==> src/sv/pwc_pkg.sv <==
// ----------------------------------------------------------------------------
// pwc_pkg
// Shared types, constants and edge-parameter helpers for the window clipper.
// ----------------------------------------------------------------------------
package pwc_pkg;

  localparam int CW = 32;
  localparam int DW = CW + 1;
  localparam int PW = 2 * CW;
  localparam int SW = 2 * CW + 2;
  localparam int IO_W = 32;

  typedef enum logic [1:0] {
    REG_WIN_LEFT,
    REG_WIN_BOTTOM,
    REG_WIN_RIGHT,
    REG_WIN_TOP
  } reg_idx_e;

  typedef enum logic [1:0] {
    CMP_LT,
    CMP_EQ,
    CMP_GT
  } cmp_e;

  typedef enum logic [1:0] {
    PT_FIX,
    PT_IX,
    PT_IY
  } pt_e;

  typedef struct packed {
    logic signed [CW-1:0] left;
    logic signed [CW-1:0] bottom;
    logic signed [CW-1:0] right;
    logic signed [CW-1:0] top;
  } win_t;

  typedef struct packed {
    logic                 pinf;
    logic                 ninf;
    logic signed [DW-1:0] num;
    logic [CW-1:0]        den;
  } tval_t;

  typedef struct packed {
    logic signed [CW-1:0] x1;
    logic signed [CW-1:0] y1;
    logic signed [CW-1:0] x2;
    logic signed [CW-1:0] y2;
    logic signed [CW-1:0] xin;
    logic signed [CW-1:0] xout;
    logic signed [CW-1:0] yin;
    logic signed [CW-1:0] yout;
    logic signed [DW-1:0] dx;
    logic signed [DW-1:0] dy;
    tval_t                tinx;
    tval_t                tiny;
    tval_t                toutx;
    tval_t                touty;
  } edge_t;

  typedef struct packed {
    pt_e                  kind;
    logic signed [CW-1:0] cx;
    logic signed [CW-1:0] cy;
    tval_t                t;
  } slot_t;

  function automatic logic [CW-1:0] mag(logic signed [DW-1:0] v);
    logic signed [DW-1:0] nv;
    nv = -v;
    return (v < 0) ? nv[CW-1:0] : v[CW-1:0];
  endfunction

  function automatic tval_t tmake(logic signed [DW-1:0] n, logic signed [DW-1:0] d,
                                  logic sg_pos);
    tval_t t;
    logic signed [DW-1:0] nd;
    logic signed [DW-1:0] nn;
    nd = -d;
    nn = -n;
    t.pinf = 1'b0;
    t.ninf = 1'b0;
    t.num  = '0;
    t.den  = CW'(1);
    if (d != '0) begin
      if (d < 0) begin
        t.num = nn;
        t.den = nd[CW-1:0];
      end else begin
        t.num = n;
        t.den = d[CW-1:0];
      end
    end else if (n != '0) begin
      if ((n > 0) == sg_pos) t.pinf = 1'b1;
      else t.ninf = 1'b1;
    end
    return t;
  endfunction

  function automatic logic [1:0] rank_inf(tval_t a);
    return a.pinf ? 2'd2 : (a.ninf ? 2'd0 : 2'd1);
  endfunction

  function automatic logic [1:0] rank_sign(logic signed [DW-1:0] v);
    return (v > 0) ? 2'd2 : ((v == '0) ? 2'd1 : 2'd0);
  endfunction

  // pa = |a.num| * b.den, pb = |b.num| * a.den
  function automatic cmp_e tcmp(tval_t a, tval_t b, logic [PW-1:0] pa, logic [PW-1:0] pb);
    logic [1:0] ra;
    logic [1:0] rb;
    cmp_e r;
    if (a.pinf || a.ninf || b.pinf || b.ninf) begin
      ra = rank_inf(a);
      rb = rank_inf(b);
      r = (ra > rb) ? CMP_GT : ((ra < rb) ? CMP_LT : CMP_EQ);
    end else begin
      ra = rank_sign(a.num);
      rb = rank_sign(b.num);
      if (ra != rb) r = (ra > rb) ? CMP_GT : CMP_LT;
      else if (pa == pb) r = CMP_EQ;
      else if (ra != 2'd0) r = (pa > pb) ? CMP_GT : CMP_LT;
      else r = (pa > pb) ? CMP_LT : CMP_GT;
    end
    return r;
  endfunction

  function automatic cmp_e tzero(tval_t a);
    cmp_e r;
    if (a.pinf) r = CMP_GT;
    else if (a.ninf) r = CMP_LT;
    else if (a.num > 0) r = CMP_GT;
    else if (a.num == '0) r = CMP_EQ;
    else r = CMP_LT;
    return r;
  endfunction

  function automatic cmp_e tone(tval_t a);
    logic signed [DW:0] df;
    cmp_e r;
    df = (DW+1)'(a.num) - $signed({2'b00, a.den});
    if (a.pinf) r = CMP_GT;
    else if (a.ninf) r = CMP_LT;
    else if (df > 0) r = CMP_GT;
    else if (df == '0) r = CMP_EQ;
    else r = CMP_LT;
    return r;
  endfunction

endpackage

==> src/sv/pwc_fifo.sv <==
// ----------------------------------------------------------------------------
// pwc_fifo
// Two-entry edge queue between the front and the back.
// ----------------------------------------------------------------------------
module pwc_fifo (
  input  logic           clk_i,
  input  logic           rst_ni,
  input  logic           push_i,
  input  pwc_pkg::edge_t data_i,
  input  logic           pop_i,
  output logic           full_o,
  output logic           valid_o,
  output pwc_pkg::edge_t data_o
);
  import pwc_pkg::*;

  edge_t      mem_q [2];
  logic       wp_q, wp_d;
  logic       rp_q, rp_d;
  logic [1:0] cnt_q, cnt_d;

  assign full_o  = (cnt_q == 2'd2);
  assign valid_o = (cnt_q != 2'd0);
  assign data_o  = mem_q[rp_q];

  always_comb begin
    wp_d  = push_i ? !wp_q : wp_q;
    rp_d  = pop_i ? !rp_q : rp_q;
    cnt_d = cnt_q + 2'(push_i) - 2'(pop_i);
  end

  always_ff @(posedge clk_i) begin
    if (push_i) begin
      mem_q[wp_q] <= data_i;
    end
  end

  always_ff @(posedge clk_i or negedge rst_ni) begin
    if (!rst_ni) begin
      wp_q  <= 1'b0;
      rp_q  <= 1'b0;
      cnt_q <= 2'd0;
    end else begin
      wp_q  <= wp_d;
      rp_q  <= rp_d;
      cnt_q <= cnt_d;
    end
  end

endmodule

==> config.mk <==
export PLATFORM = sky130hd
export DESIGN_NAME = pwc_fifo
export DESIGN_NICKNAME = d
export VERILOG_FILES = /design/src/sv/pwc_pkg.sv /design/src/sv/pwc_fifo.sv
export SDC_FILE = /design/constraint.sdc
export NUM_CORES = 1
export LEC_CHECK = 0
export BUFFER_PORTS_ARGS = -buffer_cell sky130_fd_sc_hd__buf_2
export CAP_MARGIN = 5
export CELL_PAD_IN_SITES_DETAIL_PLACEMENT = 0
export CELL_PAD_IN_SITES_GLOBAL_PLACEMENT = 1
export CORE_AREA = 2 2 465 467
export CTS_BUF_LIST = sky130_fd_sc_hd__clkbuf_4 sky130_fd_sc_hd__clkbuf_8
export CTS_CLUSTER_SIZE = 8
export DETAILED_ROUTE_END_ITERATION = 16
export DIE_AREA = 0 0 467 469
export PLACE_DENSITY_LB_ADDON = 0.05
export SYNTH_ARGS = -nofsm -noshare
export SYNTH_HDL_FRONTEND = slang
export SYNTH_SLANG_ARGS = --single-unit
==> constraint.sdc <==
create_clock -name clk_i -period 29.7 [get_ports clk_i]
set_input_delay 0 -clock clk_i [delete_from_list [all_inputs] [get_ports clk_i]]
set_output_delay 0 -clock clk_i [all_outputs]
set_load 0.01 [all_outputs]
==> flow_summary.yaml <==
clock_tree:
  clk_pin_slew_ns: 0.06
  htree_levels: 4
  cts_buffers: 223
  clockBufferDepth: 3
  cts_tree: "yes"
  worstSkewPairLatency_ns: 0.94
  cts_root_buffer: "clkbuf_8"
  cts.sinks: 1184
  ctsResizeCount: 0
  post_cts_buffers: 0
timing:
  worst_clock_skew_ns: 0.0613
  finalCritPeriodShare: 0.203
  setup_viol: 0
  final_hold_viol_count: 0
  fin_setup_tns_ns: 0
  tightest_slew_ns: 1.18
  report.final.slew_viol_count: 0
  whs_ns: 0.128
  rsz0062_at_grt: "no"
  fin_crit_ns: 6.03
  fmax_ghz: 0.166
  relSlewSlack: 0.210
worst_setup_path:
  crit_fanout: 121
  crit_chain: "buf_4, buf_12, buf_4, buf_4, mux2_2, buf_2"
  end_kind: "output port"
  critPathKind: "flop to output port"
  cpLargestDelayFamily: "buffers and inverters"
  crit_required_ns: 29.70
  crit_arrival_ns: 6.03
  startpoint_type: "flop"
  cp_slowest_cell: "dfrtp_4"
  critical-path-top-cell-by-count: "buf_4"
  worstPathBufferInverterCount: 5
  max_stage_delay_ns: 1.02
logic_synthesis:
  synthArstFlopShare: 0.00338
  yosysWarnings: 0
  yosysMostFrequentCell: "edfxtp_1"
  syn_inst: 1851
  yosysTopAreaCell: "edfxtp_1"
  synth_area_per_cell_um2: 23.2
  syn-num-nets: 2447
  synthDistinctLibCells: 11
  netlist.area_leader.share: 0.824
  synthTopCellsByArea: "edfxtp_1 (82%), mux2_2 (15%), buf_6 (1.7%)"
  synth_area_um2: 43000
  synth_common_cells: "edfxtp_1 (1180), mux2_2 (590), buf_6 (66), dfrtp_1 (4)"
  ys_ff_latch: 1184
  synthFlopType: "edfxtp_1"
  yosysSeqAreaShare: 0.826
  synth_edf_count: 1180
global_route:
  grt_usage: 0.143
  grt_pass1_wl_um: 223000
  grt_pass1_vias: 30900
  grt_overflow_total: 0
  grt_max_degree: 149
  antenna_found_initial: 93
layout:
  nNetsFinal: 4997
  syn_to_final_growth_pct: 59.0
  seq_area_um2: 35500
  finalNonFillerCells: 7468
  layout-drive-gt1-share: 0.469
  multi_input_area_um2: 6750
  fillers: 21500
  fin_area_um2: 68400
power:
  p_sw_mw: 1.82
  power_density_nw_per_um2: 82.6
  p_clk_frac: 0.280
  peakVddDrop_mv: 0.0764
  p_leak_nw: 25.6
  switching_share: 0.322
  seqPwrFrac: 0.409
  internal-power_mw: 3.83
  p_comb_frac: 0.311
floorplanning:
  fp-row-count: 170
  die_h_um: 469
  die-width_um: 467
  die-area_um2: 219000
  core_um2: 214000
  io_pins: 1186
  start_util: 0.201
status:
  status: "complete, no violations"
placed_design:
  dpl_cell_area_um2: 52000
  post-dp-hpwl_um: 116000
  gp_congestion: 0.809
  port_buffers: 1185
  dp.cells: 5827
detailed_routing:
  post_drt_wl_per_cell_um: 21.8
  m1WireLength_um: 59000
  ant_nets: 0
  drc: 0
  routed_wl_um: 163000
  via_per_inst: 3.71
  firstDrtPassIters: 5
  wl_met2_um: 82400
  num_vias: 27700
  dr.max_layer_used: "met5"
  route.met3.wl_um: 16000
  initialDrtViolationCount: 1284
run:
  maxCapViolCount: 0
worst_hold_path:
  hp-class: "input pin to flop"
flip-flops by register name, summed over array words and instances, names as in the netlist:
name,flops
mem_q,1180
cnt_q,2
rp_q,1
wp_q,1
path summary, 6_finish.rpt:
kind	from	to	slack [ns]	cells after the start
max in group asynchronous	rst_ni	rp_q$_DFFE_PN0P_	28.82	4
max reg2reg	wp_q$_DFFE_PN0P_	mem_q[0][171]$_DFFE_PP_	25.91	4
min	pop_i	cnt_q[1]$_DFF_PN0_	0.13	4
min in group asynchronous	rst_ni	rp_q$_DFFE_PN0P_	0.68	4
min reg2reg	wp_q$_DFFE_PN0P_	wp_q$_DFFE_PN0P_	0.55	1
max	rp_q$_DFFE_PN0P_	data_o[413]	23.67	6
layout make-up:
type / count / area share
Clock inverter: 104 / 0.0103
Tap cell: 2838 / 0.0519
Multi-Input combinational cell: 599 / 0.0986
Sequential cell: 1184 / 0.520
Antenna cell: 47 / 0.00172
Inverter: 2 / 0.000110
Timing Repair Buffer: 2391 / 0.264
Clock buffer: 303 / 0.0540
cells in the final DEF (no fill, tap or decap):
cell type	count
mux2_2	590
inv_12	4
clkinvlp_4	4
xor2_1	2
dfrtp_1	3
and2_4	1
dfrtp_4	1
bufinv_16	7
inv_8	2
buf_2	1185
dlygate4sd3_1	1187
xor3_1	1
inv_6	3
edfxtp_1	1180
buf_12	6
clkinv_2	27
clkbuf_4	76
ha_1	2
clkbuf_8	227
buf_4	13
inv_1	2
nor2b_1	1
diode_2	47
nor2b_4	1
clkinv_1	57
or2_2	1
per-layer routing:
metal / GRT usage / vias to the layer above
met1: 0.146 / 13600
met2: 0.256 / 1021
met5: 0 / -
met4: 0.0467 / 58
li1: - / 12700
met3: 0.0669 / 369
tightest hold or removal path, delay by kind of cell:
family | cells | cell delay, ns
xor+xnor | 1 | 0.13
fa+ha+maj | 1 | 0.15
buf+inv | 2 | 0.69
cells by family (layout without fill, tap and decap cells):
family | after synthesis | after routing | synth area share
mux | 590 | 590 | 0.154
buf+inv | 68 | 2800 | 0.0175
simple gates | 4 | 4 | 0.000582
flops | 1184 | 1184 | 0.826
fa+ha+maj | 2 | 2 | 0.000582
other cells | 0 | 47 | 0
xor+xnor | 3 | 3 | 0.000960
stage by stage:
stage	power [mW]	utilization	setup slack, ns
floorplan	3.57	-	1.72
global placement	4.02	0.243	24.48
detailed placement	4.03	0.243	24.35
CTS	5.80	0.319	23.29
global route	5.96	0.320	23.10
finish	5.65	0.320	23.67
power groups by stage:
stage	Combinational, mW	Sequential [mW]	Clock (mW)
4_1_cts	1.82	2.32	1.66
3_3_place_gp	1.67	2.35	0
6_report	1.75	2.31	1.58
2_1_floorplan	0.969	2.60	0
3_5_place_dp	1.68	2.35	0
5_1_grt	1.89	2.34	1.73
timing repair:
| action | in CTS | in global routing |
|---|---|---|
| hold buffers | 1187 | 0 |
| setup endpoints to repair | 0 | 0 |
| hold endpoints to repair | 1248 | 0 |
Note: power is estimated with default switching activity, not from simulation.
